**src/tlam_pkg.sv**
```systemverilog
// Shared types, constants and helper functions for the two-line assembly
// scheduling block. Used by every module under src; depends on nothing.
package tlam_pkg;

    // Station cost width; costs and transfers are taken in these bits
    localparam int COST_WIDTH      = 16;
    localparam int TOTAL_WIDTH     = 32;
    localparam int CFG_WIDTH       = 16;
    localparam int CFG_INDEX_WIDTH = 2;
    // Widest sum: leave time plus transfer plus cost
    localparam int SUM_WIDTH       = TOTAL_WIDTH + 2;

    // Queue between the front and back ends
    localparam int QUEUE_DEPTH = 2;
    localparam int QPTR_WIDTH  = (QUEUE_DEPTH > 1) ? $clog2(QUEUE_DEPTH) : 1;
    localparam int QCNT_WIDTH  = $clog2(QUEUE_DEPTH + 1);

    // Configuration register indexes
    typedef enum logic [CFG_INDEX_WIDTH-1:0] {
        CFG_ENTRY_LINE0 = 2'd0,
        CFG_ENTRY_LINE1 = 2'd1,
        CFG_EXIT_LINE0  = 2'd2,
        CFG_EXIT_LINE1  = 2'd3
    } cfg_idx_t;

    // Station class assigned by the front end
    typedef enum logic [1:0] {
        KIND_MID    = 2'd0,
        KIND_FIRST  = 2'd1,
        KIND_LAST   = 2'd2,
        KIND_SINGLE = 2'd3
    } kind_t;

    typedef struct packed {
        kind_t                 kind;
        logic [COST_WIDTH-1:0] cost0;
        logic [COST_WIDTH-1:0] cost1;
        logic [COST_WIDTH-1:0] xfer0;
        logic [COST_WIDTH-1:0] xfer1;
    } station_t;

    typedef struct packed {
        logic                       write;
        logic [CFG_INDEX_WIDTH-1:0] index;
        logic [CFG_WIDTH-1:0]       data;
    } cfg_write_t;

    // Clamp an exact sum to the total range
    function automatic logic [TOTAL_WIDTH-1:0] sat_value(input logic [SUM_WIDTH-1:0] sum);
        logic [TOTAL_WIDTH-1:0] res;
        if (|sum[SUM_WIDTH-1:TOTAL_WIDTH])
            res = '1;
        else
            res = sum[TOTAL_WIDTH-1:0];
        return res;
    endfunction

    // Flag a sum that does not fit the total range
    function automatic logic sat_flag(input logic [SUM_WIDTH-1:0] sum);
        return |sum[SUM_WIDTH-1:TOTAL_WIDTH];
    endfunction

    function automatic logic [TOTAL_WIDTH-1:0] least_of(input logic [TOTAL_WIDTH-1:0] p,
                                                        input logic [TOTAL_WIDTH-1:0] q);
        return (p < q) ? p : q;
    endfunction

endpackage

```
**src/tlam_front.sv**
```systemverilog
// Front end: input register stage that takes station requests and classifies them.
// Depends on tlam_pkg; feeds tlam_queue.
module tlam_front (
    input  logic                            clk,
    input  logic                            rst_n,
    input  logic                            in_valid,
    output logic                            in_ready,
    input  logic [tlam_pkg::COST_WIDTH-1:0] cost_line0,
    input  logic [tlam_pkg::COST_WIDTH-1:0] cost_line1,
    input  logic [tlam_pkg::COST_WIDTH-1:0] transfer_from_line0,
    input  logic [tlam_pkg::COST_WIDTH-1:0] transfer_from_line1,
    input  logic                            first_station,
    input  logic                            last_station,
    output logic                            push,
    output tlam_pkg::station_t              push_item,
    input  logic                            queue_ready
);
    import tlam_pkg::*;

    logic     front_valid_reg;
    logic     front_valid_next;
    station_t front_item_reg;
    station_t front_item_next;
    logic     load;
    kind_t    kind;

    // Classify the station by its run markers
    always_comb
    begin
        unique case ({first_station, last_station})
            2'b00: kind = KIND_MID;
            2'b10: kind = KIND_FIRST;
            2'b01: kind = KIND_LAST;
            2'b11: kind = KIND_SINGLE;
            default: kind = KIND_MID;
        endcase
    end

    // Hand over to the queue; refill in the same cycle
    assign push     = front_valid_reg && queue_ready;
    assign in_ready = !front_valid_reg || queue_ready;
    assign load     = in_valid && in_ready;
    assign push_item = front_item_reg;

    always_comb
    begin
        front_valid_next = front_valid_reg;
        front_item_next  = front_item_reg;
        if (load)
        begin
            front_valid_next      = 1'b1;
            front_item_next.kind  = kind;
            front_item_next.cost0 = cost_line0;
            front_item_next.cost1 = cost_line1;
            front_item_next.xfer0 = transfer_from_line0;
            front_item_next.xfer1 = transfer_from_line1;
        end
        else if (push)
        begin
            front_valid_next = 1'b0;
        end
    end

    always_ff @(posedge clk or negedge rst_n)
    begin
        if (!rst_n)
            front_valid_reg <= 1'b0;
        else
            front_valid_reg <= front_valid_next;
    end

    always_ff @(posedge clk)
    begin
        front_item_reg <= front_item_next;
    end

endmodule

```
**src/tlam_queue.sv**
```systemverilog
// Short register queue that decouples the front end from the back end.
// Depends on tlam_pkg for the station type and depth.
module tlam_queue (
    input  logic               clk,
    input  logic               rst_n,
    input  logic               push,
    input  tlam_pkg::station_t push_item,
    output logic               queue_ready,
    input  logic               pop,
    output logic               queue_valid,
    output tlam_pkg::station_t queue_item
);
    import tlam_pkg::*;

    station_t              entry_reg [QUEUE_DEPTH];
    logic [QPTR_WIDTH-1:0] wr_ptr_reg;
    logic [QPTR_WIDTH-1:0] wr_ptr_next;
    logic [QPTR_WIDTH-1:0] rd_ptr_reg;
    logic [QPTR_WIDTH-1:0] rd_ptr_next;
    logic [QCNT_WIDTH-1:0] count_reg;
    logic [QCNT_WIDTH-1:0] count_next;

    assign queue_valid = (count_reg != '0);
    assign queue_ready = (count_reg != QCNT_WIDTH'(QUEUE_DEPTH));
    assign queue_item  = entry_reg[rd_ptr_reg];

    // Advance pointers with wrap and track the fill level
    always_comb
    begin
        wr_ptr_next = wr_ptr_reg;
        rd_ptr_next = rd_ptr_reg;
        count_next  = count_reg;
        if (push)
            wr_ptr_next = (wr_ptr_reg == QPTR_WIDTH'(QUEUE_DEPTH - 1)) ? '0
                                                                      : wr_ptr_reg + 1'b1;
        if (pop)
            rd_ptr_next = (rd_ptr_reg == QPTR_WIDTH'(QUEUE_DEPTH - 1)) ? '0
                                                                      : rd_ptr_reg + 1'b1;
        if (push && !pop)
            count_next = count_reg + QCNT_WIDTH'(1);
        else if (pop && !push)
            count_next = count_reg - QCNT_WIDTH'(1);
    end

    always_ff @(posedge clk or negedge rst_n)
    begin
        if (!rst_n)
        begin
            wr_ptr_reg <= '0;
            rd_ptr_reg <= '0;
            count_reg  <= '0;
        end
        else
        begin
            wr_ptr_reg <= wr_ptr_next;
            rd_ptr_reg <= rd_ptr_next;
            count_reg  <= count_next;
        end
    end

    // Write the incoming station
    always_ff @(posedge clk)
    begin
        if (push)
            entry_reg[wr_ptr_reg] <= push_item;
    end

`ifndef SYNTHESIS
    a_count_bound: assert property (@(posedge clk) disable iff (!rst_n)
        count_reg <= QCNT_WIDTH'(QUEUE_DEPTH))
        else $error("queue fill level beyond depth");
`endif

endmodule

```
**src/tlam_back.sv**
```systemverilog
// Back end: per-line recurrence, finish stage with exit times, output register.
// Depends on tlam_pkg; takes stations from tlam_queue and holds the config registers.
module tlam_back (
    input  logic                             clk,
    input  logic                             rst_n,
    input  tlam_pkg::cfg_write_t             cfg,
    input  logic                             queue_valid,
    input  tlam_pkg::station_t               queue_item,
    output logic                             pop,
    output logic                             out_valid,
    input  logic                             out_ready,
    output logic [tlam_pkg::TOTAL_WIDTH-1:0] best_total,
    output logic                             saturated
);
    import tlam_pkg::*;

    // Configuration registers
    logic [CFG_WIDTH-1:0] entry0_reg;
    logic [CFG_WIDTH-1:0] entry1_reg;
    logic [CFG_WIDTH-1:0] exit0_reg;
    logic [CFG_WIDTH-1:0] exit1_reg;

    // Recurrence state
    logic [TOTAL_WIDTH-1:0] leave0_reg;
    logic [TOTAL_WIDTH-1:0] leave0_next;
    logic [TOTAL_WIDTH-1:0] leave1_reg;
    logic [TOTAL_WIDTH-1:0] leave1_next;
    logic                   ovf_reg;
    logic                   ovf_next;

    // Finish stage
    logic                   fin_valid_reg;
    logic                   fin_valid_next;
    logic                   fin_fresh_reg;
    logic [TOTAL_WIDTH-1:0] fin_leave0_reg;
    logic [TOTAL_WIDTH-1:0] fin_leave1_reg;
    logic                   fin_ovf_reg;

    // Output register
    logic                   out_valid_reg;
    logic                   out_valid_next;
    logic [TOTAL_WIDTH-1:0] out_total_reg;
    logic                   out_sat_reg;

    logic                 is_first;
    logic                 is_last;
    logic                 fin_ready;
    logic                 fin_load;
    logic                 out_load;
    logic                 eff_ovf;
    logic                 item_ovf;
    logic [SUM_WIDTH-1:0] c0;
    logic [SUM_WIDTH-1:0] c1;
    logic [SUM_WIDTH-1:0] t0;
    logic [SUM_WIDTH-1:0] t1;
    logic [SUM_WIDTH-1:0] p0;
    logic [SUM_WIDTH-1:0] p1;
    logic [SUM_WIDTH-1:0] start0;
    logic [SUM_WIDTH-1:0] start1;
    logic [SUM_WIDTH-1:0] stay0;
    logic [SUM_WIDTH-1:0] move0;
    logic [SUM_WIDTH-1:0] stay1;
    logic [SUM_WIDTH-1:0] move1;
    logic [SUM_WIDTH-1:0] done0;
    logic [SUM_WIDTH-1:0] done1;
    logic                 exit_ovf;

    // Take configuration writes
    always_ff @(posedge clk or negedge rst_n)
    begin
        if (!rst_n)
        begin
            entry0_reg <= '0;
            entry1_reg <= '0;
            exit0_reg  <= '0;
            exit1_reg  <= '0;
        end
        else if (cfg.write)
        begin
            unique case (cfg_idx_t'(cfg.index))
                CFG_ENTRY_LINE0: entry0_reg <= cfg.data;
                CFG_ENTRY_LINE1: entry1_reg <= cfg.data;
                CFG_EXIT_LINE0:  exit0_reg  <= cfg.data;
                CFG_EXIT_LINE1:  exit1_reg  <= cfg.data;
            endcase
        end
    end

    // Decode the station class
    always_comb
    begin
        unique case (queue_item.kind)
            KIND_MID:    begin is_first = 1'b0; is_last = 1'b0; end
            KIND_FIRST:  begin is_first = 1'b1; is_last = 1'b0; end
            KIND_LAST:   begin is_first = 1'b0; is_last = 1'b1; end
            KIND_SINGLE: begin is_first = 1'b1; is_last = 1'b1; end
        endcase
    end

    // Handshake between stages
    assign out_load  = fin_valid_reg && (!out_valid_reg || out_ready);
    assign fin_ready = !fin_valid_reg || out_load;
    assign pop       = queue_valid && (!is_last || fin_ready);
    assign fin_load  = pop && is_last;

    // Exit sums of the run waiting in the finish stage
    assign done0    = SUM_WIDTH'(fin_leave0_reg) + SUM_WIDTH'(exit0_reg);
    assign done1    = SUM_WIDTH'(fin_leave1_reg) + SUM_WIDTH'(exit1_reg);
    assign exit_ovf = sat_flag(done0) || sat_flag(done1);

    // Fold exit overflow into the run flag once, right after the finish stage loads
    assign eff_ovf = ovf_reg || (fin_valid_reg && fin_fresh_reg && exit_ovf);

    // Per-line recurrence
    assign c0 = SUM_WIDTH'(queue_item.cost0);
    assign c1 = SUM_WIDTH'(queue_item.cost1);
    assign t0 = SUM_WIDTH'(queue_item.xfer0);
    assign t1 = SUM_WIDTH'(queue_item.xfer1);
    assign p0 = SUM_WIDTH'(leave0_reg);
    assign p1 = SUM_WIDTH'(leave1_reg);

    assign start0 = SUM_WIDTH'(entry0_reg) + c0;
    assign start1 = SUM_WIDTH'(entry1_reg) + c1;
    assign stay0  = p0 + c0;
    assign move0  = p1 + t1 + c0;
    assign stay1  = p1 + c1;
    assign move1  = p0 + t0 + c1;

    always_comb
    begin
        if (is_first)
        begin
            leave0_next = sat_value(start0);
            leave1_next = sat_value(start1);
            item_ovf    = sat_flag(start0) || sat_flag(start1);
            ovf_next    = item_ovf;
        end
        else
        begin
            leave0_next = least_of(sat_value(stay0), sat_value(move0));
            leave1_next = least_of(sat_value(stay1), sat_value(move1));
            item_ovf    = sat_flag(stay0) || sat_flag(move0)
                       || sat_flag(stay1) || sat_flag(move1);
            ovf_next    = eff_ovf || item_ovf;
        end
    end

    always_ff @(posedge clk or negedge rst_n)
    begin
        if (!rst_n)
        begin
            leave0_reg <= '0;
            leave1_reg <= '0;
            ovf_reg    <= 1'b0;
        end
        else if (pop)
        begin
            leave0_reg <= leave0_next;
            leave1_reg <= leave1_next;
            ovf_reg    <= ovf_next;
        end
        else
        begin
            ovf_reg <= eff_ovf;
        end
    end

    // Finish stage: hold the leave times of a completed run
    always_comb
    begin
        if (fin_load)
            fin_valid_next = 1'b1;
        else if (out_load)
            fin_valid_next = 1'b0;
        else
            fin_valid_next = fin_valid_reg;
    end

    always_ff @(posedge clk or negedge rst_n)
    begin
        if (!rst_n)
        begin
            fin_valid_reg <= 1'b0;
            fin_fresh_reg <= 1'b0;
        end
        else
        begin
            fin_valid_reg <= fin_valid_next;
            fin_fresh_reg <= fin_load;
        end
    end

    always_ff @(posedge clk)
    begin
        if (fin_load)
        begin
            fin_leave0_reg <= leave0_next;
            fin_leave1_reg <= leave1_next;
            fin_ovf_reg    <= ovf_next;
        end
    end

    // Output register: pick the smaller total
    assign out_valid_next = out_load || (out_valid_reg && !out_ready);

    always_ff @(posedge clk or negedge rst_n)
    begin
        if (!rst_n)
            out_valid_reg <= 1'b0;
        else
            out_valid_reg <= out_valid_next;
    end

    always_ff @(posedge clk)
    begin
        if (out_load)
        begin
            out_total_reg <= least_of(sat_value(done0), sat_value(done1));
            out_sat_reg   <= fin_ovf_reg || exit_ovf;
        end
    end

    assign out_valid  = out_valid_reg;
    assign best_total = out_total_reg;
    assign saturated  = out_sat_reg;

`ifndef SYNTHESIS
    a_last_needs_room: assert property (@(posedge clk) disable iff (!rst_n)
        fin_load |-> fin_ready)
        else $error("last station taken while finish stage is blocked");

    a_fresh_only_valid: assert property (@(posedge clk) disable iff (!rst_n)
        fin_fresh_reg |-> fin_valid_reg)
        else $error("fresh flag set without a run in the finish stage");

    a_fin_to_out: assert property (@(posedge clk) disable iff (!rst_n)
        (fin_valid_reg && !out_valid_reg) |=> out_valid_reg)
        else $error("finished run did not reach the output register");
`endif

endmodule

```
**src/two_line_assembly_min_time.sv**
```systemverilog
// Top level of the two-line assembly scheduling block.
// Depends on tlam_pkg, tlam_front, tlam_queue and tlam_back.

// One station request per clock cycle is taken at a sustained rate while the
// output is not stalled; the limit is the back end's recurrence step (a
// two-term and a three-term add, clamps and a minimum per line), which closes
// on the two leave-time registers each cycle. A request passes an input
// register, a two-entry queue, the recurrence step, a finish stage that adds
// the exit times, and an output register. Stations that are not last produce
// no result. Configuration writes take effect at the next clock edge and are
// expected only while no station is in flight.
module two_line_assembly_min_time (
    input  logic                                 clk,
    input  logic                                 rst_n,
    input  logic                                 cfg_write,
    input  logic [tlam_pkg::CFG_INDEX_WIDTH-1:0] cfg_index,
    input  logic [tlam_pkg::CFG_WIDTH-1:0]       cfg_data,
    input  logic                                 in_valid,
    output logic                                 in_ready,
    input  logic [tlam_pkg::COST_WIDTH-1:0]      cost_line0,
    input  logic [tlam_pkg::COST_WIDTH-1:0]      cost_line1,
    input  logic [tlam_pkg::COST_WIDTH-1:0]      transfer_from_line0,
    input  logic [tlam_pkg::COST_WIDTH-1:0]      transfer_from_line1,
    input  logic                                 first_station,
    input  logic                                 last_station,
    output logic                                 out_valid,
    input  logic                                 out_ready,
    output logic [tlam_pkg::TOTAL_WIDTH-1:0]     best_total,
    output logic                                 saturated
);
    import tlam_pkg::*;

    cfg_write_t cfg;
    logic       push;
    station_t   push_item;
    logic       queue_ready;
    logic       pop;
    logic       queue_valid;
    station_t   queue_item;

    // Bundle the configuration write
    assign cfg.write = cfg_write;
    assign cfg.index = cfg_index;
    assign cfg.data  = cfg_data;

    tlam_front u_front (
        .clk                 (clk),
        .rst_n               (rst_n),
        .in_valid            (in_valid),
        .in_ready            (in_ready),
        .cost_line0          (cost_line0),
        .cost_line1          (cost_line1),
        .transfer_from_line0 (transfer_from_line0),
        .transfer_from_line1 (transfer_from_line1),
        .first_station       (first_station),
        .last_station        (last_station),
        .push                (push),
        .push_item           (push_item),
        .queue_ready         (queue_ready)
    );

    tlam_queue u_queue (
        .clk         (clk),
        .rst_n       (rst_n),
        .push        (push),
        .push_item   (push_item),
        .queue_ready (queue_ready),
        .pop         (pop),
        .queue_valid (queue_valid),
        .queue_item  (queue_item)
    );

    tlam_back u_back (
        .clk         (clk),
        .rst_n       (rst_n),
        .cfg         (cfg),
        .queue_valid (queue_valid),
        .queue_item  (queue_item),
        .pop         (pop),
        .out_valid   (out_valid),
        .out_ready   (out_ready),
        .best_total  (best_total),
        .saturated   (saturated)
    );

endmodule

```
**config.mk**
```make
export PLATFORM = sky130hd
export DESIGN_NAME = two_line_assembly_min_time
export DESIGN_NICKNAME = d
export VERILOG_FILES = /design/src/tlam_pkg.sv /design/src/tlam_front.sv /design/src/tlam_queue.sv /design/src/tlam_back.sv /design/src/two_line_assembly_min_time.sv
export SDC_FILE = /design/constraint.sdc
export NUM_CORES = 1
export LEC_CHECK = 0
export BUFFER_PORTS_ARGS = -buffer_cell sky130_fd_sc_hd__buf_2
export CORE_MARGIN = 3
export CORE_UTILIZATION = 55
export DETAILED_ROUTE_END_ITERATION = 10
export PLACE_DENSITY_LB_ADDON = 0.05
export SLEW_MARGIN = 20
export SYNTH_ARGS = -nofsm -noshare
export SYNTH_HDL_FRONTEND = slang
export SYNTH_SLANG_ARGS = --single-unit
```
**constraint.sdc**
```tcl
create_clock -name clk -period 25.8 [get_ports clk]
set_input_delay 2.58 -clock clk [delete_from_list [all_inputs] [get_ports clk]]
set_output_delay 2.58 -clock clk [all_outputs]
set_load 0.02 [all_outputs]
```
# Word-level counts from Yosys, hierarchy flattened
# Memory sizes are Yosys's and may differ from the RTL's.
# Cells that the tools add are included.
word_totals:
  mem_count: 1
  in_bits: 89
  output_inout_bits: 35
  reg_bits: 301
  word_cells: 139
  mem_bits_rw: 132
mem_list:
  columns: ["memory", "depth", "word_bits", "read_ports", "rd_ports_with_merged_regs", "wr", "line", "rtl"]
  rows:
  - ["u_queue.entry_reg", 2, 66, 1, 0, 1, "tlam_queue.sv:15", "station_t entry_reg [QUEUE_DEPTH];"]
op_classes:
  addsub: 14
  order_cmp: 3
  n_eq_ne: 10
  n_reduce_logical: 53
  n_mux: 34
ops:
  columns: ["operator", "n"]
  rows:
  - ["two-way mux 32 bit", 19]
  - ["adder 32 x 16 -> 33 bit", 6]
  - ["< comparator 32 bit", 3]
  - ["adder 34 x 16 -> 34 bit", 2]
  - ["adder 16 x 16 -> 17 bit", 2]
  - ["OR reduction 2 bit", 10]
  - ["logical OR 1 bit", 13]
  - ["equality test 2 bit, second input constant", 6]
  - ["logical AND 1 bit", 10]
  - ["two-way mux 1 bit", 10]
  - ["case mux 2 bit (4 select lines)", 1]
  - ["AND reduction 2 bit", 4]
  - ["nonzero test 2 bit", 4]
  - ["zero test 1 bit", 7]
  - ["equality test 2 x 1 -> 1 bit, second input constant", 3]
  - ["zero test 2 bit", 3]
  - ["two-way mux 2 bit", 2]
  - ["case mux 1 bit (2 select lines)", 2]
  - ["OR reduction 2 bit, first input constant", 2]
  - ["adder 1 bit, second input constant", 2]
  - ["adder 2 x 1 -> 2 bit, second input constant", 1]
  - ["!= test 2 bit, second input constant", 1]
  - ["subtractor 2 x 1 -> 2 bit, second input constant", 1]

# Logic depth before layout (Yosys ltp)
# An unclocked memory read counts as a cell.
depth:
  word_depth: 10
  ltp_mapped: 40
  depth_no_buf: 33

# Modules after synthesis
# From an unflattened synthesis, not the netlist that was laid out.
unflattened:
  cells_unflattened: 2580
  hier_area_um2: 27981.8
by_module_without_submodules:
  columns: ["mod", "cells_per_inst", "area_each_um2", "n_inst"]
  rows:
  - ["tlam_back", 2286, 20867.5, 1]
  - ["tlam_queue", 221, 5064.9, 1]
  - ["tlam_front", 73, 2049.5, 1]

# Worst setup path after synthesis
# Ideal clock, no wire load.
synth_path:
  path_type: "register to register"
  startpoint: "register u_queue.rd_ptr_reg"
  endpoint: "register u_back.fin_leave1_reg[1] (data pin)"
  arrival_time_ns: 8.039
  path_stages_with_launch: 39
  path_slack_ns: 17.492
  period_less_slack_ns: 8.308
  path_cell_list: "dfrtp_1 -> clkbuf_1 -> clkbuf_1 -> buf_1 -> mux2i_1 -> inv_1 -> ha_1 -> a211oi_1 -> o21bai_1 -> a2111o_1 -> and2_1 -> a21o_1 -> a21o_1 -> a21oi_1 -> xnor2_1 -> ha_1 -> a21o_1 -> nand3_1 -> (+3 left out) -> nor3b_2 -> nand4_1 -> nand2_1 -> buf_2 -> buf_2 -> nor2_1 -> ha_1 -> nand2_1 -> nor3_1 -> nand3_1 -> nor3_1 -> nand2_1 -> a2111oi_0 -> nand4b_1 -> o21ai_4 -> buf_6 -> mux2i_1 -> mux2i_1"
synth_via:
  elab_chain_len: 9
  word_cells_on_any_way: 22
  cone_classes: "4 x add/sub; 1 x order compare; 3 x eq/ne; 8 x mux; 5 x reduce/logical; 1 x memory"
synth_lines:
  columns: ["item", "line", "rtl"]
  rows:
  - ["start, declared", "tlam_queue.sv:18", "logic [QPTR_WIDTH-1:0] rd_ptr_reg;"]
  - ["start signal, assigned", "tlam_queue.sv:56", "rd_ptr_reg <= rd_ptr_next;"]
  - ["memory (2 x 66 bit) *", null, null]
  - ["adder 32 x 16 -> 33 bit", "tlam_back.sv:127", "assign move1 = p0 + t0 + c1;"]
  - ["adder 34 x 16 -> 34 bit", "tlam_back.sv:127", null]
  - ["OR reduction 2 bit", "tlam_pkg.sv:51", "if (|sum[SUM_WIDTH-1:TOTAL_WIDTH])"]
  - ["two-way mux 32 bit", "tlam_pkg.sv:51", null]
  - ["two-way mux 32 bit", "tlam_back.sv:131", "if (is_first)"]
  - ["< comparator 32 bit", "tlam_pkg.sv:65", "return (p < q) ? p : q;"]
  - ["two-way mux 32 bit", "tlam_pkg.sv:65", null]
  - ["two-way mux 32 bit *", "tlam_back.sv:131", null]
  - ["via u_back.leave1_next[1]", "tlam_back.sv:27", "logic [TOTAL_WIDTH-1:0] leave1_next;"]
  - ["end signal, assigned", "tlam_back.sv:198", "fin_leave1_reg <= leave1_next;"]
  - ["end, declared", "tlam_back.sv:36", "logic [TOTAL_WIDTH-1:0] fin_leave1_reg;"]
# The timed path passes the listed nets; every way through them passes the cells marked *. The select of a mux whose other input is x is not followed.
# A chain may end at the register's enable or synchronous reset.

# Final worst setup path
layout_path:
  startpoint: "register u_queue.rd_ptr_reg"
  endpoint: "register u_back.fin_leave1_reg[29] (data pin)"
# The elaborated chain is that of the path after synthesis.

==> flow_metrics.py <==
metrics = {
    "sta": {
        "max_freq_mhz": 96.9,
        "fin_hold_ws_ns": 0.444,
        "fin_tns_setup_ns": 0,
        "rsz0062_at_grt": "no",
        "period_share_pct": 40.0,
        "finalSetupViolations": 0,
        "worst_slew_pin_slew_ns": 1.04,
        "slew_violations": 0,
        "relSlewSlack_pct": 29.8,
        "skew_ns": 0.0277,
        "hold_violations": 0,
        "fin_crit_ns": 10.32,
    },
    "logic_synthesis": {
        "synthCells": 2946,
        "ys_top_cells_by_area": "edfxtp_1, dfrtp_1, ha_1",
        "synth_flop_cell": "edfxtp_1",
        "async_flop_share_pct": 31.6,
        "yosys.area.top_type": "edfxtp_1",
        "syn_area_per_cell_um2": 10.1,
        "synth_top_area_share_pct": 29.8,
        "ys_warn_count": 0,
        "yosysUniqueCellTypes": 98,
        "synth_edf_count": 296,
        "ys_ff_latch": 433,
        "synth_area_um2": 29800,
        "synth_nets": 3299,
        "seq_area_frac_synth_pct": 41.3,
    },
    "setup_path": {
        "endpoint_kind": "register",
        "arrival_ns": 10.67,
        "r2r-start": "u_queue.rd_ptr_reg",
        "cp_max_fo": 28,
        "critPathKind": "register to register",
        "crit_family": "simple AND/OR/NAND/NOR gates",
        "reg2reg_depth": 31,
        "path_buf_inv": 1,
        "critical_path_required_ns": 26.15,
        "cpMaxStageDelayCell": "a2111oi_0",
        "cp.depth": 31,
        "regToRegEndpoint": "u_back.fin_leave1_reg[29]",
        "ff2ff_setup_slack_ns": 15.48,
        "startpoint_type": "register",
        "max_stage_delay_ns": 0.87,
    },
    "worst_hold_path": {
        "hold_start": "u_front.push_item[41]",
        "holdPathStages": 0,
        "worstHoldEndpoint": "u_queue.entry_reg[1][41]",
        "hp-class": "register to register",
    },
    "drt": {
        "wl_per_cell_um": 23.7,
        "wirelength_um": 89400,
        "drc": 0,
        "vias": 23618,
        "initialDrtViolationCount": 1924,
        "antenna_left": 0,
        "viasPerCell": 6.26,
        "first_pass_iters": 6,
    },
    "die": {
        "core-area_um2": 53100,
        "start_util_pct": 56.2,
        "rows": 84,
        "dieWidth_um": 239,
        "die_h_um": 239,
        "io_pins": 124,
        "fp.dieArea_um2": 57100,
    },
    "finish": {
        "postLayoutCoreUtil_pct": 61.7,
        "regArea_um2": 12300,
        "final_nets": 3395,
        "drive_above_1_share_pct": 14.2,
        "areaGrowthSynthToFinish_pct": 9.82,
        "multiInputGateArea_um2": 16600,
        "fillers": 4366,
        "largest_register_ffs": 132,
        "instances_no_fill": 3771,
    },
    "global_routing": {
        "grt_max_degree": 67,
        "grt_antenna_before_repair": 1,
        "grt_overflow_total": 0,
        "grt_usage_pct": 31.2,
        "grt_pass1_wl_um": 136000,
        "first_global_vias": 23193,
    },
    "cts": {
        "clock_path_buffers": 3,
        "cts_setup_buffers": 0,
        "cts.sinks": 433,
        "cts_resized": 0,
        "numCtsBuffers": 48,
        "clk_root_buffer_cell": "clkbuf_16",
        "clk_latency_ns": 0.61,
        "path_clk_slew_ns": 0.06,
        "cts_tree": "built",
        "cts-htree-levels": 2,
        "cts_hold_repair.buffers": 0,
    },
    "placement": {
        "port_buffers": 123,
        "dpl.hpwl_um": 70000,
        "dp.cells": 3680,
        "place_congestion": 1.01,
    },
    "status": {
        "status": "finished, final reports clean",
    },
    "flow_run": {
        "maxCapViolations": 0,
    },
}
-- routing by layer --
metal	vias to the layer above	global-route usage (%)	wire length, um
met5	-	0	0
met1	11442	42.5	38500
met4	0	11.6	3400
met2	898	50.4	40500
li1	11123	-	-
met3	155	5.15	6980
-- cell usage in the layout, fill, tap and decap left out, types with 11 or more instances in the layout --
master and n:
or3_1 18, nor2_1 234, a21oi_1 180, nor3_1 92
xnor2_1 117, nand2_1 212, nor4_1 11, a22oi_1 18
and2_1 34, and3_1 38, nand2b_1 41, dfrtp_1 136
a211oi_1 27, inv_1 134, o211ai_1 23, o21ai_0 86
a31oi_1 32, o21ai_1 51, mux2i_1 70, buf_2 122
o21a_1 32, nor2b_1 40, xor2_1 77, ha_1 254
edfxtp_1 296, buf_4 31, clkbuf_16 49, o21bai_1 13
mux2_2 142, nand3_1 72, o31ai_1 30, a21o_1 84
or2_2 14, nand4_1 32
-- per-stage QoR --
| step | instance area [um^2] | worst slack (ns) |
|---|---|---|
| after CTS | 32800 | 15.65 |
| final | 32800 | 15.48 |
| after global routing | 32800 | 14.76 |
| after detailed placement | 31100 | 15.71 |
| after floorplan | 29800 | 17.49 |
| after global placement | 31100 | 15.71 |
-- synthesized netlist by cell type, types with 10 or more instances --
cell type and count:
nand4_1 32, inv_1 134, dfrtp_1 137, or2_2 14
ha_1 254, nand2_1 212, o21ai_0 86, nor3_1 92
nand3b_1 10, fa_1 10, a22oi_1 18, buf_2 25
or3_1 18, and4_1 10, nand3_1 72, and3_1 39
o31ai_1 30, a211oi_1 29, a21oi_1 180, nor2b_1 40
xnor2_1 117, nor4_1 11, and2_1 35, a31oi_1 32
o21ai_1 51, clkbuf_1 70, nand2b_1 41, mux2_2 142
nor2_1 237, o21a_1 32, xor2_1 77, o211ai_1 23
mux2i_1 71, a21o_1 84, o21bai_1 13, edfxtp_1 296
-- worst max-delay path by stage --
stage | startpoint | endpoint
floorplan | u_queue.rd_ptr_reg | u_back.fin_leave1_reg[1]
global placement | u_queue.rd_ptr_reg | u_back.fin_leave0_reg[5]
detailed placement | u_queue.rd_ptr_reg | u_back.fin_leave1_reg[4]
CTS | u_queue.rd_ptr_reg | u_back.fin_leave1_reg[5]
global route | u_queue.rd_ptr_reg | u_back.fin_leave1_reg[29]
finish | u_queue.rd_ptr_reg | u_back.fin_leave1_reg[29]
-- logic make-up (layout without fill, tap and decap cells) --
kind of cell	Yosys count	after routing	synth area share, %
AO/OA/AOI/OAI	692	692	15.3
XOR/XNOR	195	195	5.75
adder cells (fa/ha/maj)	265	265	11.4
buffers and inverters	243	378	3.32
flip-flops	433	433	41.3
multiplexers	222	222	8.12
other	0	2	0
AND/OR/NAND/NOR	896	896	14.9
-- layout make-up --
class	count	share of cell area (%)
Clock buffer	56	3.88
Antenna cell	2	0.0153
Clock inverter	33	1.08
Timing Repair Buffer	154	2.61
Sequential cell	433	37.6
Multi-Input combinational cell	2270	50.6
Tap cell	688	2.63
Inverter	135	1.55
Power is left out: the tool's default activity adds up to more than one toggle a clock period on the data nets, which glitch-free logic cannot reach.
